[src/rtl/core/bptc_pkg.sv]
`default_nettype none

package bptc_pkg;

   // port field widths
   localparam int RAW_W       = 24;
   localparam int COEF_W      = 16;
   localparam int CSR_INDEX_W = 3;
   localparam int TEMP_W      = 15;
   localparam int PRES_W      = 17;

   // internal widths, sized for the full input and coefficient range
   localparam int DT_W     = 25;
   localparam int PROD_W   = 42;
   localparam int TEMPF_W  = 19;
   localparam int DEVL_W   = 20;
   localparam int OFF_W    = 36;
   localparam int SENS_W   = 35;
   localparam int T2_W     = 18;
   localparam int T_W      = 20;
   localparam int SQ_W     = 35;
   localparam int CORR_W   = 40;
   localparam int OFFC_W   = 41;
   localparam int SENSC_W  = 41;
   localparam int SPLIT_W  = 21;
   localparam int PL_W     = RAW_W + SPLIT_W;
   localparam int PH_W     = RAW_W + 1 + SENSC_W - SPLIT_W;
   localparam int Q_W      = PH_W + 1;
   localparam int X_W      = Q_W + 1;
   localparam int P_W      = 32;

   // shift amounts of the compensation formulas
   localparam int TEMP_SHIFT  = 23;
   localparam int OFF_SHIFT   = 7;
   localparam int SENS_SHIFT  = 8;
   localparam int T2_SHIFT    = 31;
   localparam int P_OUT_SHIFT = 15;

   // temperature thresholds and output ranges
   localparam int TEMP_REF = 2000;
   localparam int TEMP_LOW = -1500;
   localparam int T_MIN    = -4000;
   localparam int T_MAX    = 8500;
   localparam int P_MIN    = 1000;
   localparam int P_MAX    = 120000;

   typedef enum logic [CSR_INDEX_W-1:0] {
      CSR_PRESSURE_SENS   = 3'd0,
      CSR_PRESSURE_OFFSET = 3'd1,
      CSR_TCS             = 3'd2,
      CSR_TCO             = 3'd3,
      CSR_TREF            = 3'd4,
      CSR_TEMPSENS        = 3'd5
   } csr_index_type;

   typedef struct packed {
      logic [RAW_W-1:0] pressure_raw;
      logic [RAW_W-1:0] temperature_raw;
   } req_payload_type;

   typedef struct packed {
      logic signed [TEMP_W-1:0] temperature;
      logic [PRES_W-1:0]        pressure;
      logic                     out_of_range;
   } rsp_payload_type;

   typedef struct packed {
      logic [COEF_W-1:0] pressure_sens;
      logic [COEF_W-1:0] pressure_offset;
      logic [COEF_W-1:0] tcs;
      logic [COEF_W-1:0] tco;
      logic [COEF_W-1:0] tref;
      logic [COEF_W-1:0] tempsens;
   } coef_type;

   // first-order results handed to the second-order stages
   typedef struct packed {
      logic [RAW_W-1:0]          d1;
      logic signed [TEMPF_W-1:0] temp;
      logic signed [TEMPF_W-1:0] dev_ref;
      logic signed [DEVL_W-1:0]  dev_low;
      logic signed [OFF_W-1:0]   off;
      logic signed [SENS_W-1:0]  sens;
      logic [T2_W-1:0]           t2;
      logic                      below_ref;
      logic                      below_low;
   } fo_type;

   // corrected terms handed to the pressure stages
   typedef struct packed {
      logic [RAW_W-1:0]          d1;
      logic signed [T_W-1:0]     t;
      logic signed [OFFC_W-1:0]  off_c;
      logic signed [SENSC_W-1:0] sens_c;
   } so_type;

endpackage

`default_nettype wire

[src/rtl/core/bptc_coef_regs.sv]
`default_nettype none

module bptc_coef_regs import bptc_pkg::*; (
   input  wire logic                   clock,
   input  wire logic                   reset,
   input  wire logic                   csr_we,
   input  wire logic [CSR_INDEX_W-1:0] csr_index,
   input  wire logic [COEF_W-1:0]      csr_wdata,
   output coef_type                    coef
);

   coef_type coef_ff, coef_in;

   always_comb begin
      coef_in = coef_ff;
      if (csr_we) begin
         case (csr_index)
            CSR_PRESSURE_SENS:   coef_in.pressure_sens   = csr_wdata;
            CSR_PRESSURE_OFFSET: coef_in.pressure_offset = csr_wdata;
            CSR_TCS:             coef_in.tcs             = csr_wdata;
            CSR_TCO:             coef_in.tco             = csr_wdata;
            CSR_TREF:            coef_in.tref            = csr_wdata;
            CSR_TEMPSENS:        coef_in.tempsens        = csr_wdata;
            default:             coef_in                 = coef_ff;
         endcase
      end
   end

   always_ff @(posedge clock) begin
      if (reset) begin
         coef_ff <= '0;
      end else begin
         coef_ff <= coef_in;
      end
   end

   assign coef = coef_ff;

endmodule

`default_nettype wire

[config.mk]
export PLATFORM = sky130hd
export DESIGN_NAME = bptc_coef_regs
export DESIGN_NICKNAME = d
export VERILOG_FILES = /design/src/rtl/core/bptc_pkg.sv /design/src/rtl/core/bptc_coef_regs.sv
export SDC_FILE = /design/constraint.sdc
export NUM_CORES = 1
export LEC_CHECK = 0
export BUFFER_PORTS_ARGS = -buffer_cell sky130_fd_sc_hd__buf_4
export CORE_ASPECT_RATIO = 1.1
export CORE_MARGIN = 2
export CORE_UTILIZATION = 51
export CTS_CLUSTER_SIZE = 25
export DETAILED_ROUTE_END_ITERATION = 10
export GPL_ROUTABILITY_DRIVEN = 0
export PLACE_DENSITY = 0.8
export SETUP_SLACK_MARGIN = 0.4
export SLEW_MARGIN = 20
export SYNTH_ARGS = -nofsm -noshare
export SYNTH_HDL_FRONTEND = slang
export SYNTH_SLANG_ARGS = --single-unit
[constraint.sdc]
create_clock -name clock -period 1.36 [get_ports clock]
set_input_delay 0.136 -clock clock [delete_from_list [all_inputs] [get_ports clock]]
set_output_delay 0.136 -clock clock [all_outputs]
set_load 0.02 [all_outputs]
After elaboration in Yosys (flattened, before gate mapping)
Index checks and enable logic that the tools add are counted.
{"block": "word_totals", "in_bits": 22, "register_bits": 96, "output_inout_bits": 96, "elab_cells": 18}
{"block": "op_classes", "n_reduce_logical": 7, "n_eq_ne": 5}
{"cell": "$reduce_and 2->1", "count": 6}
{"cell": "$eq 3x2->1 const B", "count": 2}
{"cell": "$eq 3x3->1 const B", "count": 2}
{"cell": "$eq 3x1->1 const B", "count": 1}
{"cell": "$logic_not 3->1", "count": 1}

Depth between registers and ports, before layout
{"block": "depth", "word_depth": 2, "ltp_mapped": 4, "mapped_depth_nobuf": 2}

Worst setup path before layout
Ideal clock, no wire load.
{"block": "synth_path", "path_type": "input to register", "from": "in csr_index[1]", "to": "reg coef_ff, in the netlist coef[85]", "t_arrival_ps": 1035, "cell_stages": 4, "setup_time_ps": 124, "t_required_ps": 1236, "n_path_buf": 2, "path_slack_ps": 201, "cell_sequence": "or4b_1 > buf_2 > buf_6 > mux2i_1"}
{"block": "synth_between", "elab_chain_len": 2}
{"element": "start, declared", "line_no": "bptc_coef_regs.sv:7", "rtl": "input wire logic [CSR_INDEX_W-1:0] csr_index,"}
{"element": "$logic_not 3->1", "line_no": "bptc_coef_regs.sv:17", "rtl": "case (csr_index)"}
{"element": "$reduce_and 2->1 (no source line)"}
{"element": "end signal, assigned", "line_no": "bptc_coef_regs.sv:33", "rtl": "coef_ff <= coef_in;"}
{"element": "end, declared", "line_no": "bptc_coef_regs.sv:12", "rtl": "coef_type coef_ff, coef_in;"}
Every way passes these cells.
A chain may end at the register's enable or synchronous reset.

Worst setup path after layout
{"block": "layout_path", "from": "in csr_index[1]", "to": "reg coef_ff, in the netlist coef[90]"}
Same word-level chain as after synthesis.

==> impl_metrics.tcl <==
set metrics [dict create \
    route.detailed.vias_per_inst 5.09 \
    detailed_route_wire_length_per_cell_um 16.6 \
    min_period_over_period_pct 71.7 \
    worst-path-max-fanout 12 \
    die_w_um 86.1 \
    cell_variety_after_synth 11 \
    max_reg_flops 96 \
    fp.coreArea_um2 7090 \
    area_growth_from_synthesis_to_final_layout_pct 50.9 \
    netSwitchingFraction_pct 23.5 \
    share_comb_of_total_power_pct 10.8 \
    timing.critical_path.max_delay_family "simple AND/OR/NAND/NOR gates" \
    worstPathCellList "buf_4 -> or4b_1 -> buf_6 -> mux2i_2" \
    fp.dieH_um 94.3 \
    timing_hold_violations_final 0 \
    number_of_drc_markers_after_the_initial_detailed_route_iteration 100 \
    clock_skew_ns 0 \
    power_frac_clock_pct 36.2 \
    die_area_um2 8120 \
    p_seq_share_pct 53.0 \
    total_of_fill_cells_in_the_finished_design 465 \
    grt_pass1_wl_um 15000 \
    io_pins 118 \
    timing.rr.end "coef[3]" \
    buffers_added_on_ports 117 \
    synthesis.nets 358 \
    path_buf_inv 2 \
    nets 504 \
    worst-slew-pin-transition_ns 0.362 \
    avgSynthCellArea_um2 11.3 \
    grt_pass1_vias 3033 \
    setup_viol_count_final 0 \
    timing.final.crit_period_ns 0.975 \
    cts_buffers 9 \
    total_power_mw 5.52 \
    num_vias 2907 \
    detailed_place_hpwl_um 6280 \
    min_path_cells 3 \
    final_util_pct 80.5 \
    setup_repair_after_global_routing_missed_its_margin "true" \
    fin_setup_tns_ns 0 \
    routed_wirelength_um 9470 \
    synth.yosys.seq_area_share_pct 50.8 \
    cell_internal_pwr_mw 4.23 \
    power_per_cell_area_nw_per_um2 968 \
    hold_path_class "in2reg" \
    max-vdd-ir-drop_uv 701 \
    grt_remaining_overflow 0 \
    worstHoldEndpoint "coef[40]" \
    initial_core_util_pct 53.4 \
    critical-path-max-stage-delay_ns 0.56 \
    synthesis.area_um2 3780 \
    worstRegToRegCells 4 \
    grt_util_all_layers_pct 23.8 \
    critical_path_arrival_ns 1.19 \
    holdBufCountCts 0 \
    finalMaxSlewViolations 0 \
    cts_tree "yes" \
    drv.max_cap_violation_count 0 \
    achievable-frequency_ghz 1.03 \
    drive_above_1_share_pct 56.0 \
    grt_antenna_before_repair 0 \
    slew-limit-headroom_pct 75.8 \
    area.sequential_um2 2040 \
    ctsRootBufferMaster "sky130_fd_sc_hd__clkbuf_8" \
    cts.htree.levels 3 \
    multiInputGateArea_um2 1750 \
    worstSetupEndpointType "flip-flop" \
    antenna_cells_inserted 0 \
    ff2ff_setup_slack_ns 0.53 \
    drt_pass1_iterations 4 \
    clkTransAtPathRegs_ns 0.09 \
    worstSetupPathType "in2reg" \
    hold_path.startpoint "csr_wdata[8]" \
    grt_max_degree 47 \
    worst_skew_pair.late_latency_ns 0.34 \
    synthesis.instances 336 \
    hold_slack_ns 0.189 \
    worst_path_max_delay_cell "sky130_fd_sc_hd__or4b_1" \
    ant_nets 0 \
    max-clock-path-buffers 2 \
    worst_setup_path_start_kind "input pin" \
    reg2reg_from "coef[3]" \
    yosys_register_bits 96 \
    status "finished, final reports clean" \
    drc 0 \
    critical_path_required_ns 1.58 \
    cellLeakagePower_nw 2.82 \
    cts.sink_count 96 \
    switching_power_mw 1.30 \
    row_count 32 \
    synth_warnings 0 \
]
final cells by class:
type / count / share of cell area, %
well taps: 85 / 1.86
clock inverters: 5 / 1.43
flip-flops and latches: 96 / 35.8
multi-input cells: 216 / 30.7
clock buffers: 10 / 2.24
repair buffers: 159 / 28.0
per-stage QoR:
step | setup slack (ns) | area [µm²] | cells
after global placement | 0.0566 | 4800 | 528
after detailed placement | 0.0386 | 4800 | 528
after global routing | 0.363 | 5710 | 571
final | 0.385 | 5710 | 571
after floorplan | 0.201 | 3790 | 336
after CTS | 0.383 | 5570 | 554
worst max path at each step:
stage | cells after the start | to | startpoint | slack [ns]
finish | 4 | coef[90] | csr_index[1] | 0.38
global route | 1 | coef[10] | coef[10] | 0.36
CTS | 1 | coef[89] | coef[89] | 0.38
detailed placement | 4 | coef[90] | csr_index[1] | 0.04
global placement | 4 | coef[92] | csr_index[1] | 0.06
floorplan | 4 | coef[85] | csr_index[1] | 0.20
cell families (layout without fill, tap and decap cells):
group | Yosys count | count (layout) | share of synthesized area, %
buf+inv | 24 | 174 | 2.91
simple gates | 120 | 120 | 20.9
mux | 96 | 96 | 25.4
flops | 96 | 96 | 50.8
power groups by stage:
stage	clock network, mW	registers, mW	logic, mW
floorplan	0	3.04	0.225
global placement	0	2.97	0.524
detailed placement	0	2.97	0.533
CTS	2.02	2.93	0.582
global route	2.14	2.93	0.634
finish	2.00	2.93	0.597
synthesized netlist by cell type (all sizes together):
library cell	n	area share, %
nand2b	112	19
buf	11	1.6
clkbuf	13	1.3
nor4b	1	0.40
and4bb	1	0.33
dfxtp	96	51
or4b	1	0.26
nand4bb	3	0.89
nand4b	2	0.46
mux2i	96	25
tightest hold or removal path, stage by stage:
cell                       delay (ns)
sky130_fd_sc_hd__buf_4           0.08
sky130_fd_sc_hd__nand2b_1        0.14
sky130_fd_sc_hd__mux2i_1         0.15
cells in the final DEF, fill, tap and decap left out:
cell and instances:
sky130_fd_sc_hd__inv_6 1, sky130_fd_sc_hd__nand4b_1 2, sky130_fd_sc_hd__bufinv_16 2, sky130_fd_sc_hd__mux2i_2 1, sky130_fd_sc_hd__or4b_1 1, sky130_fd_sc_hd__nand2b_1 112
sky130_fd_sc_hd__clkinv_2 1, sky130_fd_sc_hd__buf_4 59, sky130_fd_sc_hd__clkbuf_1 1, sky130_fd_sc_hd__clkbuf_8 9, sky130_fd_sc_hd__and4bb_2 1, sky130_fd_sc_hd__mux2i_1 95
sky130_fd_sc_hd__dfxtp_2 96, sky130_fd_sc_hd__clkinvlp_4 1, sky130_fd_sc_hd__buf_12 3, sky130_fd_sc_hd__nand4bb_1 3, sky130_fd_sc_hd__nor4b_2 1, sky130_fd_sc_hd__buf_6 97
timing repair:
item	4_1_cts	5_1_grt
setup endpoints to repair	96	103
resized for setup	192	2
hold endpoints to repair	0	0
buffers inserted	11	17
pin swaps	0	0
layer usage:
| metal | vias to the layer above | share of wire [%] | global-route usage [%] |
|---|---|---|---|
| met4 | 0 | 1.6 | 8.86 |
| met1 | 1396 | 41 | 28.2 |
| met5 | - | 0 | 0 |
| met2 | 96 | 50 | 41.4 |
| met3 | 13 | 7.1 | 6.24 |
| li1 | 1402 | - | - |
(Power assumes the default switching activity.)
