$ cat src/rtl/core/bptc_pkg.sv
`default_nettype none

package bptc_pkg;

   // port field widths
   localparam int RAW_W       = 24;
   localparam int COEF_W      = 16;
   localparam int CSR_INDEX_W = 3;
   localparam int TEMP_W      = 15;
   localparam int PRES_W      = 17;

   // internal widths, sized for the full input and coefficient range
   localparam int DT_W     = 25;
   localparam int PROD_W   = 42;
   localparam int TEMPF_W  = 19;
   localparam int DEVL_W   = 20;
   localparam int OFF_W    = 36;
   localparam int SENS_W   = 35;
   localparam int T2_W     = 18;
   localparam int T_W      = 20;
   localparam int SQ_W     = 35;
   localparam int CORR_W   = 40;
   localparam int OFFC_W   = 41;
   localparam int SENSC_W  = 41;
   localparam int SPLIT_W  = 21;
   localparam int PL_W     = RAW_W + SPLIT_W;
   localparam int PH_W     = RAW_W + 1 + SENSC_W - SPLIT_W;
   localparam int Q_W      = PH_W + 1;
   localparam int X_W      = Q_W + 1;
   localparam int P_W      = 32;

   // shift amounts of the compensation formulas
   localparam int TEMP_SHIFT  = 23;
   localparam int OFF_SHIFT   = 7;
   localparam int SENS_SHIFT  = 8;
   localparam int T2_SHIFT    = 31;
   localparam int P_OUT_SHIFT = 15;

   // temperature thresholds and output ranges
   localparam int TEMP_REF = 2000;
   localparam int TEMP_LOW = -1500;
   localparam int T_MIN    = -4000;
   localparam int T_MAX    = 8500;
   localparam int P_MIN    = 1000;
   localparam int P_MAX    = 120000;

   typedef enum logic [CSR_INDEX_W-1:0] {
      CSR_PRESSURE_SENS   = 3'd0,
      CSR_PRESSURE_OFFSET = 3'd1,
      CSR_TCS             = 3'd2,
      CSR_TCO             = 3'd3,
      CSR_TREF            = 3'd4,
      CSR_TEMPSENS        = 3'd5
   } csr_index_type;

   typedef struct packed {
      logic [RAW_W-1:0] pressure_raw;
      logic [RAW_W-1:0] temperature_raw;
   } req_payload_type;

   typedef struct packed {
      logic signed [TEMP_W-1:0] temperature;
      logic [PRES_W-1:0]        pressure;
      logic                     out_of_range;
   } rsp_payload_type;

   typedef struct packed {
      logic [COEF_W-1:0] pressure_sens;
      logic [COEF_W-1:0] pressure_offset;
      logic [COEF_W-1:0] tcs;
      logic [COEF_W-1:0] tco;
      logic [COEF_W-1:0] tref;
      logic [COEF_W-1:0] tempsens;
   } coef_type;

   // first-order results handed to the second-order stages
   typedef struct packed {
      logic [RAW_W-1:0]          d1;
      logic signed [TEMPF_W-1:0] temp;
      logic signed [TEMPF_W-1:0] dev_ref;
      logic signed [DEVL_W-1:0]  dev_low;
      logic signed [OFF_W-1:0]   off;
      logic signed [SENS_W-1:0]  sens;
      logic [T2_W-1:0]           t2;
      logic                      below_ref;
      logic                      below_low;
   } fo_type;

   // corrected terms handed to the pressure stages
   typedef struct packed {
      logic [RAW_W-1:0]          d1;
      logic signed [T_W-1:0]     t;
      logic signed [OFFC_W-1:0]  off_c;
      logic signed [SENSC_W-1:0] sens_c;
   } so_type;

endpackage

`default_nettype wire

$ cat src/rtl/core/bptc_first_order.sv
`default_nettype none

module bptc_first_order import bptc_pkg::*; (
   input  wire logic            clock,
   input  wire logic            reset,
   input  wire logic            in_valid,
   output logic                 in_stall,
   input  wire req_payload_type in_data,
   input  wire coef_type        coef,
   output logic                 out_valid,
   input  wire logic            out_stall,
   output fo_type               out_data
);

   logic [2:0] vld_ff, vld_in, vld_up;
   logic [3:0] stl;

   // stage 1: temperature difference
   logic [RAW_W-1:0]       d1_s1_ff;
   logic signed [DT_W-1:0] dt_s1_ff, dt_s1_in;

   // stage 2: products with the coefficients
   logic [RAW_W-1:0]                   d1_s2_ff;
   logic signed [PROD_W-TEMP_SHIFT-1:0] temp_part_ff;
   logic signed [PROD_W-OFF_SHIFT-1:0]  off_part_ff;
   logic signed [PROD_W-SENS_SHIFT-1:0] sens_part_ff;
   logic [T2_W-1:0]                    t2_ff;
   logic signed [PROD_W-1:0]           prod_t, prod_off, prod_sens;
   logic signed [2*DT_W-1:0]           dt_sq;
   logic signed [COEF_W:0]             c3_s, c4_s, c6_s;

   // stage 3: first-order terms
   fo_type fo_ff, fo_in;

   always_comb begin
      stl[3] = out_stall;
      stl[2] = vld_ff[2] & stl[3];
      stl[1] = vld_ff[1] & stl[2];
      stl[0] = vld_ff[0] & stl[1];
      vld_up = {vld_ff[1:0], in_valid};
      for (int k = 0; k < 3; k++) begin
         vld_in[k] = stl[k] ? vld_ff[k] : vld_up[k];
      end
   end

   always_ff @(posedge clock) begin
      if (reset) begin
         vld_ff <= '0;
      end else begin
         vld_ff <= vld_in;
      end
   end

   always_comb begin
      dt_s1_in = $signed({1'b0, in_data.temperature_raw})
               - $signed({1'b0, coef.tref, 8'h00});
   end

   always_ff @(posedge clock) begin
      if (!stl[0]) begin
         d1_s1_ff <= in_data.pressure_raw;
         dt_s1_ff <= dt_s1_in;
      end
   end

   always_comb begin
      c3_s      = $signed({1'b0, coef.tcs});
      c4_s      = $signed({1'b0, coef.tco});
      c6_s      = $signed({1'b0, coef.tempsens});
      prod_t    = PROD_W'(dt_s1_ff) * PROD_W'(c6_s);
      prod_off  = PROD_W'(c4_s) * PROD_W'(dt_s1_ff);
      prod_sens = PROD_W'(c3_s) * PROD_W'(dt_s1_ff);
      dt_sq     = (2*DT_W)'(dt_s1_ff) * (2*DT_W)'(dt_s1_ff);
   end

   // arithmetic shifts are the upper bits of each signed product
   always_ff @(posedge clock) begin
      if (!stl[1]) begin
         d1_s2_ff     <= d1_s1_ff;
         temp_part_ff <= prod_t[PROD_W-1:TEMP_SHIFT];
         off_part_ff  <= prod_off[PROD_W-1:OFF_SHIFT];
         sens_part_ff <= prod_sens[PROD_W-1:SENS_SHIFT];
         t2_ff        <= dt_sq[T2_SHIFT+T2_W-1:T2_SHIFT];
      end
   end

   always_comb begin
      fo_in.d1        = d1_s2_ff;
      fo_in.temp      = TEMPF_W'(temp_part_ff) + TEMPF_W'(TEMP_REF);
      fo_in.dev_ref   = TEMPF_W'(temp_part_ff);
      fo_in.dev_low   = DEVL_W'(temp_part_ff) + DEVL_W'(TEMP_REF - TEMP_LOW);
      fo_in.off       = OFF_W'($signed({1'b0, coef.pressure_offset, 16'h0000}))
                      + OFF_W'(off_part_ff);
      fo_in.sens      = SENS_W'($signed({1'b0, coef.pressure_sens, 15'h0000}))
                      + SENS_W'(sens_part_ff);
      fo_in.t2        = t2_ff;
      fo_in.below_ref = temp_part_ff < 0;
      fo_in.below_low = temp_part_ff < -(TEMP_REF - TEMP_LOW);
   end

   always_ff @(posedge clock) begin
      if (!stl[2]) begin
         fo_ff <= fo_in;
      end
   end

   assign in_stall  = stl[0];
   assign out_valid = vld_ff[2];
   assign out_data  = fo_ff;

endmodule

`default_nettype wire

$ cat config.mk
export PLATFORM = sky130hd
export DESIGN_NAME = bptc_first_order
export DESIGN_NICKNAME = d
export VERILOG_FILES = /design/src/rtl/core/bptc_pkg.sv /design/src/rtl/core/bptc_first_order.sv
export SDC_FILE = /design/constraint.sdc
export NUM_CORES = 2
export LEC_CHECK = 0
export ABC_AREA = 1
export BUFFER_PORTS_ARGS = -buffer_cell sky130_fd_sc_hd__buf_4
export CAP_MARGIN = 20
export CORE_ASPECT_RATIO = 0.7
export CORE_UTILIZATION = 65
export DETAILED_ROUTE_END_ITERATION = 6
export PLACE_DENSITY = 0.83
export SYNTH_ARGS = -nofsm -noshare
export SYNTH_HDL_FRONTEND = slang
export SYNTH_SLANG_ARGS = --single-unit
export TNS_END_PERCENT = 10
$ cat constraint.sdc
create_clock -name clock -period 17.9 [get_ports clock]
set_input_delay 1.79 -clock clock [delete_from_list [all_inputs] [get_ports clock]]
set_output_delay 1.79 -clock clock [all_outputs]
set_load 0.03 [all_outputs]
Word-level counts from Yosys, hierarchy flattened --
Cells that the tools add are included. W data, S select, Z words.
Cells by class: bitwise gates (word level) 3, multiply operators 4, order comparisons 2, add/sub/neg operators 5
Operators by type and width (count):
- $mul A17 B25 Y42 | 2
- $mul A25 B25 Y49 | 1
- $mul A25 B17 Y42 | 1
- $add A33 B35 Y36 | 1
- $add A32 B34 Y35 | 1
- $sub A24 B24 Y25 | 1
- $add A19 B13 Y20 const B | 1
- $add A19 B12 Y19 const B | 1
- $lt A19 B1 Y1 const B | 1
- $lt A19 B13 Y1 const B | 1
- $and A1 B1 Y1 | 3
Word-level totals: bits in registers 355, input port bits 148, word-level logic and storage cells 33

Longest topological paths before layout --
word-level depth 3, gate-level depth with buffers 33

Worst setup path after synthesis --
Ideal clock, no wire load.
kind input to output, from input port out_stall, to output port in_stall, setup slack 7.275 ns, stages on the path 4, arrival 8.835 ns, data required time 16.110 ns, buffers on the path 0, path through nand2_1 -> nor2_1 -> inv_1 -> nor2_1
On the way: word-level cells in the longest chain between the ends 3
RTL lines:
- from (decl) | RTL line bptc_first_order.sv:11 | input wire logic out_stall,
- $and A1 B1 Y1 | RTL line bptc_first_order.sv:37 | stl[2] = vld_ff[2] & stl[3];
- $and A1 B1 Y1 | RTL line bptc_first_order.sv:38 | stl[1] = vld_ff[1] & stl[2];
- $and A1 B1 Y1 | RTL line bptc_first_order.sv:39 | stl[0] = vld_ff[0] & stl[1];
- to (decl) | RTL line bptc_first_order.sv:7 | output logic in_stall,
No other way between the ends.

Worst setup path in the final report --
from register dt_s1_ff[24], to register t2_ff[13] (data pin)
On the way: word-level cells in the longest chain between the ends 1
RTL lines:
- from (decl) | RTL line bptc_first_order.sv:20 | logic signed [DT_W-1:0] dt_s1_ff, dt_s1_in;
- from (signal assigned) | RTL line bptc_first_order.sv:62 | dt_s1_ff <= dt_s1_in;
- $mul A25 B25 Y49 | RTL line bptc_first_order.sv:73 | dt_sq = (2*DT_W)'(dt_s1_ff) * (2*DT_W)'(dt_s1_ff);
- named net dt_sq[44] | RTL line bptc_first_order.sv:29 | logic signed [2*DT_W-1:0] dt_sq;
- to (signal assigned) | RTL line bptc_first_order.sv:83 | t2_ff <= dt_sq[T2_SHIFT+T2_W-1:T2_SHIFT];
- to (decl) | RTL line bptc_first_order.sv:27 | logic [T2_W-1:0] t2_ff;
The timed path passes the listed nets, and every way through them passes these cells. A chain may end at the register's enable or synchronous reset.

==> reports/results.ini <==
[min_path]
hold_path_class = reg -> reg

[die]
core_area_um2 = 122000
boundaryPins = 323
die_area_um2 = 126000
fp.dieW_um = 424
die-height_um = 297
start_util_pct = 66.0
num_rows = 107

[sta]
period_share_pct = 44.9
worst_slew_pin_slew_ns = 1.20
setup_viol = 0
hold_viol = 0
final.setup.tns_ns = 0
slew_violations = 0
fin_ws_ns = 9.86
rsz0062_at_grt = false
max_freq_mhz = 124
finClkSkew_ns = 0.0649
fin_crit_ns = 8.04
slew_headroom_pct = 19.8

[placement]
place_area_um2 = 84400
dp_hpwl_um = 174000
gp_congestion = 0.966
place_ws_ns = 10.04
portBuffers = 322

[clocking]
tritoncts = done
postCtsSetupBuffers = 0
root_buffer = clkbuf_16
cts_hold_buf = 0
numCtsBuffers = 39
cts-resized-gates = 0
insertion_delay_ns = 0.67
cts_sinks = 348
ctsLongestPathBuffers = 3
cts_max_level = 2
clkTransAtPathRegs_ns = 0.09

[global_routing]
grt_usage_pct = 35.6
grt_pass1_wl_um = 352000
grt_use_met3_pct = 7.14
antenna_found_initial = 8
grt_use_met1_pct = 51.6
gr-total-overflow = 0
busiest_layer = met2
grt_pass1_vias = 67231
use_met2_pct = 54.5
grt_max_degree = 80

[synthesis]
synth_nets = 12128
syn_inst = 9710
avgSynthCellArea_um2 = 8.33
ys_warn_count = 0
seq_area_frac_synth_pct = 12.9
synth_seq_cells = 348
synth_cell_types = 48
netlist_area_um2 = 80900

[critical_path]
path_class = reg -> reg
arrival_ns = 8.45
cp.required_ns = 18.30
critPathLaunchType = register
cp_max_fo = 79
crit_path_end_kind = register

[layout]
final_common_cell = inv_1
syn2layout_area_growth_pct = 5.94
nets = 12197
layout-drive-gt1-share_pct = 5.22
final_cell_mix = inv_1, nand2_1, fa_1
design_area_um2 = 85700

[route]
antenna_left = 0
dr.pass1.iters = 7
initialDrtViolationCount = 5962
drt-vias-per-instance = 5.47
wire_per_inst_um = 18.8
via_count = 62591
drc = 32
totalWireLength_um = 215000

[run]
cap_viol_max_count = 0

[run_status]
failed_checks = DRC
status = finished, violations left

cells in the mapped netlist (all sizes together):
cell	number	share of area, %
o211ai	2	0.019
nor4	9	0.096
a31o	2	0.022
nand2	2516	12
edfxtp	345	13
clkbuf	302	1.4
buf	47	0.26
a31oi	4	0.031
nand3b	8	0.074
xnor2	39	0.42
a21oi	245	1.5
o31ai	1	0.0093
and3	5	0.039
nand2b	1	0.0077
a21o	20	0.19
nand4	67	0.52
fa	1767	44
clkinv	1	0.0046
nor2	371	1.8
nand3	167	1.0
nor3	32	0.22
xor2	91	0.99
and2	6	0.049
dfxtp	3	0.074
inv	2975	14
o21a	6	0.056
a21boi	7	0.065
o21bai	38	0.35
a211oi	1	0.0093
ha	503	7.8
nor3b	3	0.034
or2	8	0.062
o21ai	118	0.75
worst max-delay path: stages (launching register included):
cell and delay, ns:
edfxtp_1 0.32, buf_4 0.85, nand2_1 0.27, inv_1 0.15
fa_1 0.57, fa_1 0.68, inv_1 0.25, fa_1 0.77
inv_1 0.27, fa_1 0.47, fa_1 0.52, fa_1 0.56
fa_1 0.42, ha_1 0.46, nand2_1 0.15, nor2_1 0.23
nand2_1 0.18, nor2_2 0.13, nand3b_1 0.07, o21bai_1 0.18
nand4_1 0.11, nand2_1 0.06
cell families (layout without fill, tap and decap cells):
group	count (synthesis)	in the layout	synth area share, %
fa+ha+maj	2270	2270	51.5
other cells	0	6	0
buf+inv	3325	3422	15.5
xor+xnor	130	130	1.41
flops	348	348	12.9
compound gates	444	444	3.04
simple gates	3193	3193	15.7
registers in the layout, indices dropped and copies added, names as in the netlist:
name and flops:
out_data 166, off_part_ff 35, sens_part_ff 34, dt_s1_ff 25, d1_s1_ff 24, d1_s2_ff 24, temp_part_ff 19, t2_ff 18
vld_ff 3
through the flow:
step / std cells / hold WS, ns / util [%]
finish: 11448 / 0.402 / 70.0
global route: 11444 / 0.417 / 70.0
CTS: 11442 / 0.400 / 70.0
detailed placement: 11373 / 0.405 / 68.9
global placement: 11372 / 0.400 / 68.9
floorplan: 9710 / 0.400 / -
cell type report:
class | count | area, µm²
Antenna cell | 6 | 15.0
Sequential cell | 348 | 10400
Multi-Input combinational cell | 6037 | 58000
Inverter | 2976 | 11200
Clock buffer | 49 | 1020
Timing Repair Buffer | 377 | 2830
Tap cell | 1635 | 2050
Fill cell | 9304 | 36800
Clock inverter | 20 | 226
path summary, 6_finish.rpt:
kind / startpoint / to / slack, ns / cells past startpoint
max reg2reg: dt_s1_ff[24]$_DFFE_PN_ / t2_ff[13]$_DFFE_PN_ / 9.86 / 21
min reg2reg: t2_ff[1]$_DFFE_PN_ / out_data[3]$_DFFE_PN_ / 0.40 / 0
max: dt_s1_ff[24]$_DFFE_PN_ / t2_ff[13]$_DFFE_PN_ / 9.86 / 21
min: t2_ff[1]$_DFFE_PN_ / out_data[3]$_DFFE_PN_ / 0.40 / 0
layer usage:
| layer | part of all wire, % | routed length [µm] | up-vias |
|---|---|---|---|
| met5 | 0.0060 | 13 | - |
| met4 | 3.0 | 6370 | 2 |
| met3 | 11 | 24400 | 487 |
| met2 | 44 | 95600 | 3460 |
| met1 | 41 | 88600 | 30859 |
| li1 | - | - | 27783 |
Power is left out: the tool's default activity adds up to more than one toggle a clock period on the data nets, which glitch-free logic cannot reach.
