--- config.mk ---
export PLATFORM = sky130hd
export DESIGN_NAME = bptc_second_order
export DESIGN_NICKNAME = d
export VERILOG_FILES = /design/src/rtl/core/bptc_pkg.sv /design/src/rtl/core/bptc_second_order.sv
export SDC_FILE = /design/constraint.sdc
export NUM_CORES = 2
export LEC_CHECK = 0
export ABC_CLOCK_PERIOD_IN_PS = 9880
export BUFFER_PORTS_ARGS = -buffer_cell sky130_fd_sc_hd__buf_2
export CAP_MARGIN = 10
export CORE_UTILIZATION = 64
export DETAILED_ROUTE_END_ITERATION = 6
export PLACE_DENSITY_LB_ADDON = 0.25
export SKIP_LAST_GASP = 1
export SLEW_MARGIN = 20
export SYNTH_ARGS = -nofsm -noshare
export SYNTH_HDL_FRONTEND = slang
export SYNTH_SLANG_ARGS = --single-unit
--- constraint.sdc ---
create_clock -name clock -period 9.88 [get_ports clock]
set_clock_uncertainty 0.15 [all_clocks]
set_input_delay 0.494 -clock clock [delete_from_list [all_inputs] [get_ports clock]]
set_output_delay 0.494 -clock clock [all_outputs]
set_load 0.05 [all_outputs]
--- src/rtl/core/bptc_pkg.sv ---
`default_nettype none

package bptc_pkg;

   // port field widths
   localparam int RAW_W       = 24;
   localparam int COEF_W      = 16;
   localparam int CSR_INDEX_W = 3;
   localparam int TEMP_W      = 15;
   localparam int PRES_W      = 17;

   // internal widths, sized for the full input and coefficient range
   localparam int DT_W     = 25;
   localparam int PROD_W   = 42;
   localparam int TEMPF_W  = 19;
   localparam int DEVL_W   = 20;
   localparam int OFF_W    = 36;
   localparam int SENS_W   = 35;
   localparam int T2_W     = 18;
   localparam int T_W      = 20;
   localparam int SQ_W     = 35;
   localparam int CORR_W   = 40;
   localparam int OFFC_W   = 41;
   localparam int SENSC_W  = 41;
   localparam int SPLIT_W  = 21;
   localparam int PL_W     = RAW_W + SPLIT_W;
   localparam int PH_W     = RAW_W + 1 + SENSC_W - SPLIT_W;
   localparam int Q_W      = PH_W + 1;
   localparam int X_W      = Q_W + 1;
   localparam int P_W      = 32;

   // shift amounts of the compensation formulas
   localparam int TEMP_SHIFT  = 23;
   localparam int OFF_SHIFT   = 7;
   localparam int SENS_SHIFT  = 8;
   localparam int T2_SHIFT    = 31;
   localparam int P_OUT_SHIFT = 15;

   // temperature thresholds and output ranges
   localparam int TEMP_REF = 2000;
   localparam int TEMP_LOW = -1500;
   localparam int T_MIN    = -4000;
   localparam int T_MAX    = 8500;
   localparam int P_MIN    = 1000;
   localparam int P_MAX    = 120000;

   typedef enum logic [CSR_INDEX_W-1:0] {
      CSR_PRESSURE_SENS   = 3'd0,
      CSR_PRESSURE_OFFSET = 3'd1,
      CSR_TCS             = 3'd2,
      CSR_TCO             = 3'd3,
      CSR_TREF            = 3'd4,
      CSR_TEMPSENS        = 3'd5
   } csr_index_type;

   typedef struct packed {
      logic [RAW_W-1:0] pressure_raw;
      logic [RAW_W-1:0] temperature_raw;
   } req_payload_type;

   typedef struct packed {
      logic signed [TEMP_W-1:0] temperature;
      logic [PRES_W-1:0]        pressure;
      logic                     out_of_range;
   } rsp_payload_type;

   typedef struct packed {
      logic [COEF_W-1:0] pressure_sens;
      logic [COEF_W-1:0] pressure_offset;
      logic [COEF_W-1:0] tcs;
      logic [COEF_W-1:0] tco;
      logic [COEF_W-1:0] tref;
      logic [COEF_W-1:0] tempsens;
   } coef_type;

   // first-order results handed to the second-order stages
   typedef struct packed {
      logic [RAW_W-1:0]          d1;
      logic signed [TEMPF_W-1:0] temp;
      logic signed [TEMPF_W-1:0] dev_ref;
      logic signed [DEVL_W-1:0]  dev_low;
      logic signed [OFF_W-1:0]   off;
      logic signed [SENS_W-1:0]  sens;
      logic [T2_W-1:0]           t2;
      logic                      below_ref;
      logic                      below_low;
   } fo_type;

   // corrected terms handed to the pressure stages
   typedef struct packed {
      logic [RAW_W-1:0]          d1;
      logic signed [T_W-1:0]     t;
      logic signed [OFFC_W-1:0]  off_c;
      logic signed [SENSC_W-1:0] sens_c;
   } so_type;

endpackage

`default_nettype wire

--- src/rtl/core/bptc_second_order.sv ---
`default_nettype none

module bptc_second_order import bptc_pkg::*; (
   input  wire logic   clock,
   input  wire logic   reset,
   input  wire logic   in_valid,
   output logic        in_stall,
   input  wire fo_type in_data,
   output logic        out_valid,
   input  wire logic   out_stall,
   output so_type      out_data
);

   logic [2:0] vld_ff, vld_in, vld_up;
   logic [3:0] stl;

   // stage 4: squared deviations, second-order temperature
   logic [RAW_W-1:0]         d1_s4_ff;
   logic signed [T_W-1:0]    t_s4_ff, t_s4_in;
   logic signed [OFF_W-1:0]  off_s4_ff;
   logic signed [SENS_W-1:0] sens_s4_ff;
   logic [SQ_W-1:0]          dsq_ff, esq_ff;
   logic                     below_ref_ff, below_low_ff;
   logic signed [2*TEMPF_W-1:0] dsq_full;
   logic signed [2*DEVL_W-1:0]  esq_full;
   logic [T2_W-1:0]          t2_sel;

   // stage 5: offset and sensitivity corrections
   logic [RAW_W-1:0]         d1_s5_ff;
   logic signed [T_W-1:0]    t_s5_ff;
   logic signed [OFF_W-1:0]  off_s5_ff;
   logic signed [SENS_W-1:0] sens_s5_ff;
   logic [CORR_W-1:0]        off2_ff, off2_in, sens2_ff, sens2_in;
   logic [CORR_W-1:0]        five_dsq, seven_esq, eleven_esq;

   // stage 6: corrected terms
   so_type so_ff, so_in;

   always_comb begin
      stl[3] = out_stall;
      stl[2] = vld_ff[2] & stl[3];
      stl[1] = vld_ff[1] & stl[2];
      stl[0] = vld_ff[0] & stl[1];
      vld_up = {vld_ff[1:0], in_valid};
      for (int k = 0; k < 3; k++) begin
         vld_in[k] = stl[k] ? vld_ff[k] : vld_up[k];
      end
   end

   always_ff @(posedge clock) begin
      if (reset) begin
         vld_ff <= '0;
      end else begin
         vld_ff <= vld_in;
      end
   end

   always_comb begin
      dsq_full = (2*TEMPF_W)'(in_data.dev_ref) * (2*TEMPF_W)'(in_data.dev_ref);
      esq_full = (2*DEVL_W)'(in_data.dev_low) * (2*DEVL_W)'(in_data.dev_low);
      t2_sel   = in_data.below_ref ? in_data.t2 : '0;
      t_s4_in  = T_W'(in_data.temp) - T_W'($signed({1'b0, t2_sel}));
   end

   always_ff @(posedge clock) begin
      if (!stl[0]) begin
         d1_s4_ff     <= in_data.d1;
         t_s4_ff      <= t_s4_in;
         off_s4_ff    <= in_data.off;
         sens_s4_ff   <= in_data.sens;
         dsq_ff       <= dsq_full[SQ_W-1:0];
         esq_ff       <= esq_full[SQ_W-1:0];
         below_ref_ff <= in_data.below_ref;
         below_low_ff <= in_data.below_low;
      end
   end

   // small constant factors as shift-add, seven as shift-subtract
   always_comb begin
      five_dsq   = CORR_W'({dsq_ff, 2'b00}) + CORR_W'(dsq_ff);
      seven_esq  = CORR_W'({esq_ff, 3'b000}) - CORR_W'(esq_ff);
      eleven_esq = CORR_W'({esq_ff, 3'b000}) + CORR_W'({esq_ff, 1'b0}) + CORR_W'(esq_ff);
      off2_in    = '0;
      sens2_in   = '0;
      if (below_ref_ff) begin
         off2_in  = five_dsq >> 1;
         sens2_in = five_dsq >> 2;
      end
      if (below_low_ff) begin
         off2_in  = off2_in + seven_esq;
         sens2_in = sens2_in + (eleven_esq >> 1);
      end
   end

   always_ff @(posedge clock) begin
      if (!stl[1]) begin
         d1_s5_ff   <= d1_s4_ff;
         t_s5_ff    <= t_s4_ff;
         off_s5_ff  <= off_s4_ff;
         sens_s5_ff <= sens_s4_ff;
         off2_ff    <= off2_in;
         sens2_ff   <= sens2_in;
      end
   end

   always_comb begin
      so_in.d1     = d1_s5_ff;
      so_in.t      = t_s5_ff;
      so_in.off_c  = OFFC_W'(off_s5_ff) - OFFC_W'($signed({1'b0, off2_ff}));
      so_in.sens_c = SENSC_W'(sens_s5_ff) - SENSC_W'($signed({1'b0, sens2_ff}));
   end

   always_ff @(posedge clock) begin
      if (!stl[2]) begin
         so_ff <= so_in;
      end
   end

   assign in_stall  = stl[0];
   assign out_valid = vld_ff[2];
   assign out_data  = so_ff;

endmodule

`default_nettype wire

# After elaboration in Yosys (flattened, before gate mapping)

Index checks and enable logic that the tools add are counted.

Input port bits: 177
Flip-flop bits (word level): 511
Logic and storage cells: 40
Output and inout port bits: 128

Multiply operators: 2
$add $sub $neg: 9
Multiplexer cells: 5
Bitwise logic cells: 3

Operator list:

| kind                         | count |
|---|---|
| 2-to-1 mux 40 bit            | 2 |
| subtractor 35 x 41 -> 41 bit | 1 |
| subtractor 36 x 41 -> 41 bit | 1 |
| adder 39 x 35 -> 40 bit      | 1 |
| adder 40 x 39 -> 40 bit      | 1 |
| adder 40 bit                 | 1 |
| adder 38 x 36 -> 39 bit      | 1 |
| subtractor 38 x 35 -> 39 bit | 1 |
| adder 37 x 35 -> 38 bit      | 1 |
| 2-to-1 mux 37 bit            | 1 |
| 2-to-1 mux 36 bit            | 1 |
| multiplier 19 x 19 -> 35 bit | 1 |
| multiplier 20 x 20 -> 35 bit | 1 |
| subtractor 19 x 19 -> 20 bit | 1 |
| 2-to-1 mux 18 bit            | 1 |
| AND 1 bit                    | 3 |

# Logic depth before layout (Yosys ltp)

Word-level depth: 4
Gate-level depth with buffers: 29
Mapped depth without buffers: 27

# Least setup slack after synthesis

No wires, ideal clock.

Path kind: input port to flip-flop
Start: in in_data[96] (netlist bit)
End: reg esq_ff[34] (data pin)
Setup time: 0.260 ns
Buffers on the path: 2
Cell stages on the path: 25
Required time: 9.470 ns
Data arrival time: 6.875 ns
Slack: 2.595 ns
Cells stage by stage: clkbuf_1 > clkbuf_1 > nand2_1 > fa_1 > fa_1 > fa_1 > inv_1 > fa_1 > fa_1 > fa_1 > inv_1 > fa_1 > inv_1 > ha_1 > a21o_1 > a21o_1 > a21o_1 > a21oi_1 > o21ai_0 > nor3_1 > a211oi_1 > nand3b_1 > a2111o_1 > a31oi_1 > xnor2_1

Cells in the longest elaborated chain, start to end: 1

RTL lines:

| element                      | line                    | RTL |
|---|---|---|
| from (decl)                  | bptc_second_order.sv:8  | `input wire fo_type in_data,` |
| multiplier 20 x 20 -> 35 bit | bptc_second_order.sv:60 | `esq_full = (2*DEVL_W)'(in_data.dev_low) * (2*DEVL_W)'(in_data.dev_low);` |
| named net esq_full[34]       | bptc_second_order.sv:25 | `logic signed [2*DEVL_W-1:0] esq_full;` |
| to (signal assigned)         | bptc_second_order.sv:72 | `esq_ff <= esq_full[SQ_W-1:0];` |
| to (decl)                    | bptc_second_order.sv:22 | `logic [SQ_W-1:0] dsq_ff, esq_ff;` |

The timed path passes the listed nets, and every way through them passes these cells.
A chain may end at the register's enable or synchronous reset.

# Final worst setup path

Start: in in_data[102] (netlist bit)
End: reg esq_ff[34] (data pin)

Same word-level chain as after synthesis.

==> run metrics <==
DRT antenna net count=0; Final Cycle Share=73.45%; Critical Path AT=7.43 ns; final slew viol count=0; Clock transition at path regs=around 0.060 ns; Min-Delay Path Class=in -> reg; GP Congestion=between 0.9 and 1; worst-skew pair later-pin latency=0.61 ns; startpoint types=input pin; Overflow after GRT=0; 1st-iter DRT viols=around 2500; Seq/Total Area, Yosys=between 20 and 30%; core region area=approximately 82000 um^2; Worst Setup SP=in_data[102]; via count of the first global-routing pass=39020; Slew @ Worst Pin=1.015 ns; largest net degree at the start of global routing=145; first-pass GRT wire length=196.6 mm; initial antenna violation count=1; DRT Wirelength=between 100 and 150 mm; Pre-antenna DRT Iters=7; width of the die=approximately 290 um; vias per cell=~5.7; Netlist cell types=89; endpoints failing setup=0; Mapped Avg Cell Area=10.42 um^2; Post-synth top flop=edfxtp_1; fraction of registers with async set/reset=0%; Final HPWL DP=94.52 mm; worst path required time=10.06 ns; Starting Density=64.97%; Max Cap Viol=0; syn_nets=6485; fmax=0.1378 GHz; EDFF count, synth=504; Worst Path Class, Setup=in -> reg; r2r setup slk=approximately 3.5 ns; Die H=around 290 um; relative slew slack=30.56%; Vias=37440; register bit count reported by yosys=507; status=completed; Area contributors post-synth=edfxtp_1 28%, fa_1 26%, ha_1 11%; DR WL/cell=roughly 18 um; share of cells above drive strength 1=between 8 and 9%; cell taking the most area after synthesis=edfxtp_1; # rows=~110; Syn Inst Count=5134; clock tree buffer depth=3; RSZ-0062 raised after global routing=false; worst-path fanout max=16; H-tree Lvls=2; Sink Count=507; CTS tree=done; area grow syn2layout=9.844%; final hold vios=0; Num CTS Buffers=48; DR DRC count=0; Setup TNS=0 ns; synthesized area=about 54000 um^2; yosys warns=0; Top Ports=approximately 310; # port buffers=304; area of the die=84790 um^2; RR Startpoint=dsq_ff[3]; Final nets=6847; Crit. End Element=register; Period minus WS final=7.257 ns; Total GRT Usage=29.04%; top cell type's share of synthesized area=28.28%; CTS root buffer=clkbuf_16; Hold Startpoint=in_data[148]
## final cells by class
type	count	area, um^2
tap	1070	1339
antenna	2	5.005
inverter	993	3735
multi-input combinational	3537	34250
timing repair buffer	409	2567
sequential	507	15190
clock buffer	51	1212
fill	5911	23580
clock inverter	36	486.7
## synth_stat cells, types with 151 or more instances
cell type  number
a21o_1        151
and2_1        196
nand2_1       382
edfxtp_1      504
inv_1         992
o21ai_0       157
xnor2_1       227
nor2_1        218
fa_1          695
a21oi_1       260
ha_1          479
## kinds of logic (layout without fill, tap and decap cells)
logic type                 count (synthesis)  in the layout  synth area share, %
other                                      0              2                    0
buffers and inverters                   1090           1489                7.644
xor gates and xnor gates                 322            322                5.269
muxes                                      7              7               0.1403
AOI/OAI and AO/OA                        890            890                10.88
DFF                                      507            507                28.39
adders and majority gates               1174           1174                37.19
and+or+nand+nor                         1144           1144                10.48
## state kept, by name, indices dropped and copies added, names as in the netlist, 34 cells and up
name        count
esq_ff         34
off_s4_ff      36
sens2_ff       38
sens_s4_ff     35
dsq_ff         34
off_s5_ff      36
off2_ff        40
out_data      126
sens_s5_ff     35
## worst paths after layout
kind,endpoint,depth (start not counted)
min,t_s4_ff[19],2
max reg2reg,sens2_ff[36],22
max,esq_ff[34],26
min reg2reg,off_s5_ff[9],0
## metal layers
metal | GRT usage (%) | part of all wire (%) | up-vias
met5 | 0 | 0 | -
met4 | 9.033 | 3.1 | 0
met3 | 3.184 | 5.8 | 220
met2 | 49.48 | 48 | 1154
met1 | 39.21 | 43 | 18440
li1 | - | - | 17630
## per-stage QoR
step | hold slack [ns] | util, % | setup slack, ns | cell area [um^2] | cells
floorplan | 0.2503 | - | 2.595 | 53520 | 5134
global placement | 0.2502 | 68.11 | 2.095 | 56110 | 6418
detailed placement | 0.2545 | 68.11 | 2.020 | 56110 | 6418
CTS | 0.006480 | 71.36 | 2.644 | 58790 | 6603
global route | 0.03483 | 71.37 | 2.210 | 58790 | 6604
finish | 0.04681 | 71.37 | 2.623 | 58790 | 6605
## repair_timing
item / CTS / global route
buffers inserted: 0 / 0
resized for setup: 0 / 0
endpoints found under the hold margin: 99 / 0
hold buffers: 98 / 0
## layout by cell type (no fill, tap or decap), types with 26 or more instances in the layout
cell           synthesis  layout
o21ai_0              157     157
buf_2                  0     304
nor3_1                44      44
fa_1                 695     695
a211oi_1              31      31
a21oi_1              260     260
ha_1                 479     479
nand3_1               48      48
a21o_1               151     151
clkbuf_16              0      48
o21a_1                52      52
o21bai_1              40      40
edfxtp_1             504     504
nand4_1               26      26
xnor2_1              227     227
and2_1               196     196
xor2_1                95      95
and3_1                40      40
inv_1                992     991
nand2_1              382     380
nor2b_1               57      57
nor2_1               218     218
nand2b_1              57      57
dlygate4sd3_1          0      98
## worst max-delay path, cell delays in order
cell,delay [ns]
buf_2,0.29
inv_1,0.21
nor2_1,0.28
fa_1,0.49
fa_1,0.54
inv_1,0.05
fa_1,0.51
inv_1,0.06
fa_1,0.55
fa_1,0.43
fa_1,0.49
inv_1,0.05
fa_1,0.49
inv_1,0.04
ha_1,0.35
a21o_1,0.21
a21o_1,0.17
a21o_1,0.18
a21oi_1,0.13
o21ai_0,0.11
nor3_1,0.20
a211oi_1,0.12
nand3b_1,0.22
a2111o_1,0.45
a31oi_1,0.20
xnor2_1,0.09
Power is left out: the tool's default activity adds up to more than one toggle a clock period on the data nets, which glitch-free logic cannot reach.
