--- config.mk ---
export PLATFORM = sky130hd
export DESIGN_NAME = bptc_pressure
export DESIGN_NICKNAME = d
export VERILOG_FILES = /design/src/rtl/core/bptc_pkg.sv /design/src/rtl/core/bptc_pressure.sv
export SDC_FILE = /design/constraint.sdc
export NUM_CORES = 2
export LEC_CHECK = 0
export ABC_AREA = 1
export BUFFER_PORTS_ARGS = -buffer_cell sky130_fd_sc_hd__buf_2
export CAP_MARGIN = 0
export CORE_MARGIN = 1.5
export CORE_UTILIZATION = 59
export DETAILED_ROUTE_END_ITERATION = 7
export PLACE_DENSITY = 0.86
export SYNTH_ARGS = -nofsm -noshare
export SYNTH_HDL_FRONTEND = slang
export SYNTH_SLANG_ARGS = --single-unit
--- constraint.sdc ---
create_clock -name clock -period 5.89 [get_ports clock]
set_input_delay 0.2945 -clock clock [delete_from_list [all_inputs] [get_ports clock]]
set_output_delay 0.2945 -clock clock [all_outputs]
set_load 0.01 [all_outputs]
--- src/rtl/core/bptc_pkg.sv ---
`default_nettype none

package bptc_pkg;

   // port field widths
   localparam int RAW_W       = 24;
   localparam int COEF_W      = 16;
   localparam int CSR_INDEX_W = 3;
   localparam int TEMP_W      = 15;
   localparam int PRES_W      = 17;

   // internal widths, sized for the full input and coefficient range
   localparam int DT_W     = 25;
   localparam int PROD_W   = 42;
   localparam int TEMPF_W  = 19;
   localparam int DEVL_W   = 20;
   localparam int OFF_W    = 36;
   localparam int SENS_W   = 35;
   localparam int T2_W     = 18;
   localparam int T_W      = 20;
   localparam int SQ_W     = 35;
   localparam int CORR_W   = 40;
   localparam int OFFC_W   = 41;
   localparam int SENSC_W  = 41;
   localparam int SPLIT_W  = 21;
   localparam int PL_W     = RAW_W + SPLIT_W;
   localparam int PH_W     = RAW_W + 1 + SENSC_W - SPLIT_W;
   localparam int Q_W      = PH_W + 1;
   localparam int X_W      = Q_W + 1;
   localparam int P_W      = 32;

   // shift amounts of the compensation formulas
   localparam int TEMP_SHIFT  = 23;
   localparam int OFF_SHIFT   = 7;
   localparam int SENS_SHIFT  = 8;
   localparam int T2_SHIFT    = 31;
   localparam int P_OUT_SHIFT = 15;

   // temperature thresholds and output ranges
   localparam int TEMP_REF = 2000;
   localparam int TEMP_LOW = -1500;
   localparam int T_MIN    = -4000;
   localparam int T_MAX    = 8500;
   localparam int P_MIN    = 1000;
   localparam int P_MAX    = 120000;

   typedef enum logic [CSR_INDEX_W-1:0] {
      CSR_PRESSURE_SENS   = 3'd0,
      CSR_PRESSURE_OFFSET = 3'd1,
      CSR_TCS             = 3'd2,
      CSR_TCO             = 3'd3,
      CSR_TREF            = 3'd4,
      CSR_TEMPSENS        = 3'd5
   } csr_index_type;

   typedef struct packed {
      logic [RAW_W-1:0] pressure_raw;
      logic [RAW_W-1:0] temperature_raw;
   } req_payload_type;

   typedef struct packed {
      logic signed [TEMP_W-1:0] temperature;
      logic [PRES_W-1:0]        pressure;
      logic                     out_of_range;
   } rsp_payload_type;

   typedef struct packed {
      logic [COEF_W-1:0] pressure_sens;
      logic [COEF_W-1:0] pressure_offset;
      logic [COEF_W-1:0] tcs;
      logic [COEF_W-1:0] tco;
      logic [COEF_W-1:0] tref;
      logic [COEF_W-1:0] tempsens;
   } coef_type;

   // first-order results handed to the second-order stages
   typedef struct packed {
      logic [RAW_W-1:0]          d1;
      logic signed [TEMPF_W-1:0] temp;
      logic signed [TEMPF_W-1:0] dev_ref;
      logic signed [DEVL_W-1:0]  dev_low;
      logic signed [OFF_W-1:0]   off;
      logic signed [SENS_W-1:0]  sens;
      logic [T2_W-1:0]           t2;
      logic                      below_ref;
      logic                      below_low;
   } fo_type;

   // corrected terms handed to the pressure stages
   typedef struct packed {
      logic [RAW_W-1:0]          d1;
      logic signed [T_W-1:0]     t;
      logic signed [OFFC_W-1:0]  off_c;
      logic signed [SENSC_W-1:0] sens_c;
   } so_type;

endpackage

`default_nettype wire

--- src/rtl/core/bptc_pressure.sv ---
`default_nettype none

module bptc_pressure import bptc_pkg::*; (
   input  wire logic   clock,
   input  wire logic   reset,
   input  wire logic   in_valid,
   output logic        in_stall,
   input  wire so_type in_data,
   output logic        out_valid,
   input  wire logic   out_stall,
   output rsp_payload_type out_data
);

   logic [2:0] vld_ff, vld_in, vld_up;
   logic [3:0] stl;

   // stage 7: split product d1 * sens
   logic [PL_W-1:0]              pl_ff, pl_in;
   logic signed [PH_W-1:0]       ph_ff, ph_in;
   logic signed [OFFC_W-1:0]     off_c_s7_ff;
   logic signed [T_W-1:0]        t_s7_ff;
   logic signed [RAW_W:0]        d1_s;
   logic signed [SENSC_W-SPLIT_W-1:0] sens_hi;

   // stage 8: product shifted down, temperature clamp
   logic signed [Q_W-1:0]    q_ff, q_in;
   logic signed [OFFC_W-1:0] off_c_s8_ff;
   logic signed [TEMP_W-1:0] tc_ff, tc_in;
   logic                     t_flag_ff, t_flag_in;

   // stage 9: pressure and result register
   rsp_payload_type          rsp_ff, rsp_in;
   logic signed [X_W-1:0]    x_val;
   logic signed [P_W-1:0]    p_val;

   always_comb begin
      stl[3] = out_stall;
      stl[2] = vld_ff[2] & stl[3];
      stl[1] = vld_ff[1] & stl[2];
      stl[0] = vld_ff[0] & stl[1];
      vld_up = {vld_ff[1:0], in_valid};
      for (int k = 0; k < 3; k++) begin
         vld_in[k] = stl[k] ? vld_ff[k] : vld_up[k];
      end
   end

   always_ff @(posedge clock) begin
      if (reset) begin
         vld_ff <= '0;
      end else begin
         vld_ff <= vld_in;
      end
   end

   // low part unsigned, high part signed; the low split equals the shift by 21
   always_comb begin
      d1_s    = $signed({1'b0, in_data.d1});
      sens_hi = in_data.sens_c[SENSC_W-1:SPLIT_W];
      pl_in   = PL_W'(in_data.d1) * PL_W'(in_data.sens_c[SPLIT_W-1:0]);
      ph_in   = PH_W'(d1_s) * PH_W'(sens_hi);
   end

   always_ff @(posedge clock) begin
      if (!stl[0]) begin
         pl_ff       <= pl_in;
         ph_ff       <= ph_in;
         off_c_s7_ff <= in_data.off_c;
         t_s7_ff     <= in_data.t;
      end
   end

   always_comb begin
      q_in      = Q_W'(ph_ff) + Q_W'($signed({1'b0, pl_ff[PL_W-1:SPLIT_W]}));
      tc_in     = TEMP_W'(t_s7_ff);
      t_flag_in = 1'b0;
      if (t_s7_ff < T_MIN) begin
         tc_in     = TEMP_W'(T_MIN);
         t_flag_in = 1'b1;
      end
      if (t_s7_ff > T_MAX) begin
         tc_in     = TEMP_W'(T_MAX);
         t_flag_in = 1'b1;
      end
   end

   always_ff @(posedge clock) begin
      if (!stl[1]) begin
         q_ff        <= q_in;
         off_c_s8_ff <= off_c_s7_ff;
         tc_ff       <= tc_in;
         t_flag_ff   <= t_flag_in;
      end
   end

   always_comb begin
      x_val               = X_W'(q_ff) - X_W'(off_c_s8_ff);
      p_val               = x_val[X_W-1:P_OUT_SHIFT];
      rsp_in.temperature  = tc_ff;
      rsp_in.pressure     = p_val[PRES_W-1:0];
      rsp_in.out_of_range = t_flag_ff;
      if (p_val < P_MIN) begin
         rsp_in.pressure     = PRES_W'(P_MIN);
         rsp_in.out_of_range = 1'b1;
      end
      if (p_val > P_MAX) begin
         rsp_in.pressure     = PRES_W'(P_MAX);
         rsp_in.out_of_range = 1'b1;
      end
   end

   always_ff @(posedge clock) begin
      if (!stl[2]) begin
         rsp_ff <= rsp_in;
      end
   end

   assign in_stall  = stl[0];
   assign out_valid = vld_ff[2];
   assign out_data  = rsp_ff;

   a_result_in_range: assert property (@(posedge clock) disable iff (reset)
      vld_ff[2] |-> (rsp_ff.temperature >= T_MIN) && (rsp_ff.temperature <= T_MAX)
                 && (rsp_ff.pressure >= P_MIN) && (rsp_ff.pressure <= P_MAX))
      else $error("result outside clamp range");

   a_split_stage_holds: assert property (@(posedge clock) disable iff (reset)
      vld_ff[0] && stl[1] |=> vld_ff[0] && $stable(pl_ff) && $stable(ph_ff))
      else $error("partial products changed while stalled");

   a_result_from_prior: assert property (@(posedge clock) disable iff (reset)
      $rose(vld_ff[2]) |-> $past(vld_ff[1]))
      else $error("result valid without an item in the previous stage");

   a_flag_on_clamp: assert property (@(posedge clock) disable iff (reset)
      vld_ff[1] && !stl[2] && (p_val < P_MIN || p_val > P_MAX)
         |=> rsp_ff.out_of_range)
      else $error("pressure clamp not flagged");

endmodule

`default_nettype wire

Word-level counts from Yosys, hierarchy flattened --
Index checks and enable logic that the tools add are counted.
Storage, ports and cells: bits of input ports 130, memory bits (read-only) 0, flip-flop bits (word level) 290, memory bits (writable) 0, latch bits 0, memories kept 0, output and inout port bits 35
Operators by class: reduce and logical (&&, ||, !) cells 2, mux-type cells 3, magnitude comparators 4, bitwise logic cells 3, eq/ne operators 0, divide/modulo/power cells 0, multiply operators 2, shift-type cells 0, $add $sub $neg 2
Operators with widths (number):
- subtractor 46 x 41 -> 47 bit | 1
- adder 45 x 25 -> 46 bit | 1
- multiplier 24 x 21 -> 45 bit | 1
- multiplier 25 x 20 -> 45 bit | 1
- greater-than comparator 32 x 18 -> 1 bit (second input constant) | 1
- less-than comparator 32 x 11 -> 1 bit (second input constant) | 1
- greater-than comparator 20 x 15 -> 1 bit (second input constant) | 1
- less-than comparator 20 x 13 -> 1 bit (second input constant) | 1
- two-way mux 18 bit | 1
- two-way mux 15 bit | 1
- OR reduction 2 bit | 2
- bitwise AND 1 bit | 3
- two-way mux 1 bit | 1

Depth between registers and ports, before layout --
depth after elaboration 3, depth in mapped cells 30, gate-level depth less buffers 28

Worst setup path before layout --
OpenSTA, ideal clock, no wires.
path kind register -> register, from reg vld_ff[2], to reg off_c_s7_ff[0], enable pin, arrival time 6.292 ns, clock period less this slack 6.774 ns, stages on the path, launching flop included 6, data required time 5.407 ns, slack -0.884 ns, cells stage by stage dfxtp_1 -> nand2_1 -> nor2_1 -> inv_1 -> nor2_1 -> inv_1
On the way: cells in the longest elaborated chain, start to end 3
Ends and longest elaborated chain:
- start, declared | RTL line bptc_pressure.sv:14 | logic [2:0] vld_ff, vld_in, vld_up;
- start signal, assigned | RTL line bptc_pressure.sv:51 | vld_ff <= vld_in;
- bitwise AND 1 bit | RTL line bptc_pressure.sv:38 | stl[2] = vld_ff[2] & stl[3];
- bitwise AND 1 bit | RTL line bptc_pressure.sv:39 | stl[1] = vld_ff[1] & stl[2];
- bitwise AND 1 bit | RTL line bptc_pressure.sv:40 | stl[0] = vld_ff[0] & stl[1];
- net in_stall | RTL line bptc_pressure.sv:7 | output logic in_stall,
- end signal, assigned | RTL line bptc_pressure.sv:67 | off_c_s7_ff <= in_data.off_c;
- end, declared | RTL line bptc_pressure.sv:20 | logic signed [OFFC_W-1:0] off_c_s7_ff;
The timed path passes the listed nets, and every way through them passes these cells. A chain may end at the register's enable or synchronous reset.

Worst setup path in the final report --
from in in_data[108] (netlist bit), to reg ph_ff[39] (data pin)
On the way: cells in the longest elaborated chain, start to end 1
Ends and longest elaborated chain:
- start, declared | RTL line bptc_pressure.sv:8 | input wire so_type in_data,
- multiplier 25 x 20 -> 45 bit | RTL line bptc_pressure.sv:60 | ph_in = PH_W'(d1_s) * PH_W'(sens_hi);
- net ph_in[39] | RTL line bptc_pressure.sv:19 | logic signed [PH_W-1:0] ph_ff, ph_in;
- end signal, assigned | RTL line bptc_pressure.sv:66 | ph_ff <= ph_in;
- end, declared | RTL line bptc_pressure.sv:19
The timed path passes the listed nets, and every way through them passes these cells.

==> metrics list <==
* Run status: finished with violations
- The final reports fail on negative setup slack.
- Of the available clock period, the critical path in the final layout requires 100%.
- The initialized floorplan defines 104 standard-cell rows.
* Vias per std cell: 5.37
* Detailed placement HPWL: 110000 um
* Number of placed instances, taps included: 7457
- Gr ovfl total: 0
- Final hold violation count: 0
* Worst r2r dst: out_data[14]$_SDFFCE_PP0N_
* Later-pin clock latency in the skew report: 570 ps
* Synth warnings: 0
* FFs w/ async S/R, synth: 0%
- Worst min-delay path startpoint: out_stall
* Commonest non-fill, non-tap cell in the layout: sky130_fd_sc_hd__inv_1
* Clk pin slew, worst setup/hold paths: 70 ps
* CTS H-tree lvls: 1
* Highest clock frequency the design can meet: 170 MHz
- Data on the critical path is required at its endpoint by 6210 ps.
- Fraction of final layout cells sized beyond drive strength 1: 13.6%
- Longest Clk Path Bufs: 3
- Number of enable flip-flop cells after synthesis: 266
- Count of buffer and inverter cells on the critical path: 8
* Total wire length: 138000 um
- Die area: 82900 um^2
- Filler-free cell count of the finished design: 7601
- Vertical extent of the die: 288 um
* TritonCTS clock tree: done
- Arrival time at the worst endpoint: 6210 ps
- Average size of a mapped cell: 8.00 um^2
* Setup skew after layout: 11.2 ps
* Classification of the worst-slack hold path: in2reg
* Starting utilization of the core area: 59.6%
* Sequential area share after synthesis: 16.8%
- Worst setup slack after layout: -2.21 ps
- At the end of the flow, the number of nets in the layout was 7859.
- Final hold analysis gives a worst-case slack of 328 ps.
* Distinct cell type count of the synthesized netlist: 50
- Global routing usage summed across all routing layers: 32.5%
- Number of vias in the routed layout: 40800
- Type of element launching the critical path: input port
* Element type at the critical path end: flop
- Gate count after technology mapping: 5993
* #FFs+latches synth: 269
* R2r startpoint: off_c_s8_ff[26]$_DFFE_PN_
* Number of buffers created by CTS: 27
- Antenna violations before repair: 3
* Clock root buffer: sky130_fd_sc_hd__clkbuf_16
* Transition time at the pin with the least slew margin: 876 ps
* Minimum period implied by the final worst setup slack: 5890 ps
- The library cells used most frequently in the layout, excluding fill and tap cells, are 1817 x sky130_fd_sc_hd__inv_1, 1539 x sky130_fd_sc_hd__nand2_1, 781 x sky130_fd_sc_hd__fa_1.
* Slowest stage cell, crit path: sky130_fd_sc_hd__fa_1
- On the worst path, the slowest cell contributes a delay of 570 ps.
- Core area: 80400 um^2
- Reg2Reg Depth: 15
- Setup total negative slack on the finished layout was measured at -2.21 ps.
* Top cell by count, worst path: sky130_fd_sc_hd__fa_1
- Vias in the first global route: 43100
- Area occupied by multi-input gates: 33000 um^2
* Flip-flop and latch area: 8050 um^2
- Primary FF master, synth: sky130_fd_sc_hd__edfxtp_1
- In this run the worst path has a maximum fanout of 5.
* Startpoint-to-endpoint class of the critical path: in2reg
* Remaining DRCs: 0
- For this block, the initial DRC count from the detailed router was 3679.
- Among cell families on the critical path, the largest total delay comes from adder cells.
- Routability-driven placement finished with a final weighted congestion of 0.988.
- Post-Synthesis Net Count: 7333
* Worst reg2reg setup slack: 2400 ps
* Cell count of the worst hold path: 3
- Max-slew violations: 0
- The filler cells instantiated in the layout total 5599.
- Number of clock sinks seen by CTS: 269
- Pre-antenna DRT Iters: 7
- Number of input and output port buffers inserted: 164
- From synthesis to final layout, the design area changed by 16.8%.
* Top-level port count: 165
* Wire length of the first global-routing pass: 213000 um
- Setup violations remaining at the end of the flow were counted as 1.
- Max-cap violations in this run came to 0.
- The worst pin sits at a relative slew slack of 41.6%.
- After detailed routing, the average wire length per cell comes to 18.2 um.
* Chip Width: 288 um
* Pin count of the biggest net entering global routing: 66
- For hold timing, the worst endpoint is out_data[21]$_DFFE_PN_.
- Cell area after technology mapping: 47900 um^2
* Post-detailed-route count of antenna-violating nets: 0
* RSZ-0062 raised after global routing: yes
-- worst min-delay path, delay by kind of cell --
| kind | cells | cell delay, ps |
|---|---|---|
| buf+inv | 2 | 330 |
| simple gates | 1 | 40 |
-- layer usage --
metal	GRT usage, %	up-vias	part of all wire [%]
li1	-	18400	-
met1	40.8	19500	36
met2	55.2	2326	47
met3	5.72	579	10
met4	14.4	4	6.0
met5	0	-	0.023
-- cells in the mapped netlist (29+ instances only) --
master | number | area (um^2)
sky130_fd_sc_hd__inv_1 | 1843 | 6920
sky130_fd_sc_hd__nand4_1 | 30 | 188
sky130_fd_sc_hd__nand3_1 | 84 | 420
sky130_fd_sc_hd__xnor2_1 | 51 | 447
sky130_fd_sc_hd__xor2_1 | 72 | 631
sky130_fd_sc_hd__clkbuf_1 | 189 | 709
sky130_fd_sc_hd__fa_1 | 808 | 16200
sky130_fd_sc_hd__nand2_1 | 1561 | 5860
sky130_fd_sc_hd__ha_1 | 402 | 5030
sky130_fd_sc_hd__a21oi_1 | 181 | 906
sky130_fd_sc_hd__edfxtp_1 | 266 | 7990
sky130_fd_sc_hd__o21ai_0 | 66 | 330
sky130_fd_sc_hd__nor3_1 | 29 | 145
sky130_fd_sc_hd__nor2_1 | 227 | 852
-- registers in the layout, indices dropped and copies added (netlist names) --
register and count:
q_ff 46, off_c_s8_ff 41, t_s7_ff 20, ph_ff 45, t_flag_ff 1, vld_ff 3
pl_ff 24, off_c_s7_ff 41, out_data 33, tc_ff 15
-- worst max path at each step --
stage,from,slack (ps),cells past startpoint,end
floorplan,in_data[109],-60,27,pl_ff[38]$_DFFE_PN_
global placement,in_data[118],-610,23,ph_ff[38]$_DFFE_PN_
detailed placement,in_data[114],-800,23,ph_ff[38]$_DFFE_PN_
CTS,in_data[106],20,31,ph_ff[38]$_DFFE_PN_
global route,in_data[109],-220,26,pl_ff[38]$_DFFE_PN_
finish,in_data[108],-2,25,ph_ff[39]$_DFFE_PN_
-- repair_timing --
action	4_1_cts	5_1_grt
cloned	0	6
endpoints found under the hold margin	64	0
hold buffers	63	0
setup endpoints to repair	30	47
pin swaps	0	104
buffers inserted	1	23
resized for setup	16	220
-- area by class of cell --
class | instances | area share [%]
multi-input combinational | 3679 | 59.0
sequential | 269 | 14.4
inverter | 1854 | 12.4
timing repair buffer | 688 | 10.3
tap | 1060 | 2.37
clock buffer | 33 | 1.25
clock inverter | 17 | 0.295
antenna | 1 | 0.00447
-- per-stage QoR --
step	cell area [um^2]	setup WS [ps]	utilization [%]
after floorplan	48500	-58.3	-
after global placement	53300	-608	66.3
after detailed placement	53300	-804	66.3
after CTS	54900	18.9	68.2
after global routing	56000	-217	69.6
final	56000	-2.21	69.6
-- cells by family after synthesis --
logic type / synth area share [%]
AO/OA/AOI/OAI: 4.10
flip-flops: 16.8
buffers and inverters: 16.0
AND/OR/NAND/NOR: 16.6
XOR/XNOR: 2.25
adder cells (fa/ha/maj): 44.3
Power is not shown: default switching activity piles up to over one toggle a cycle in this logic, so the estimate is an artifact.
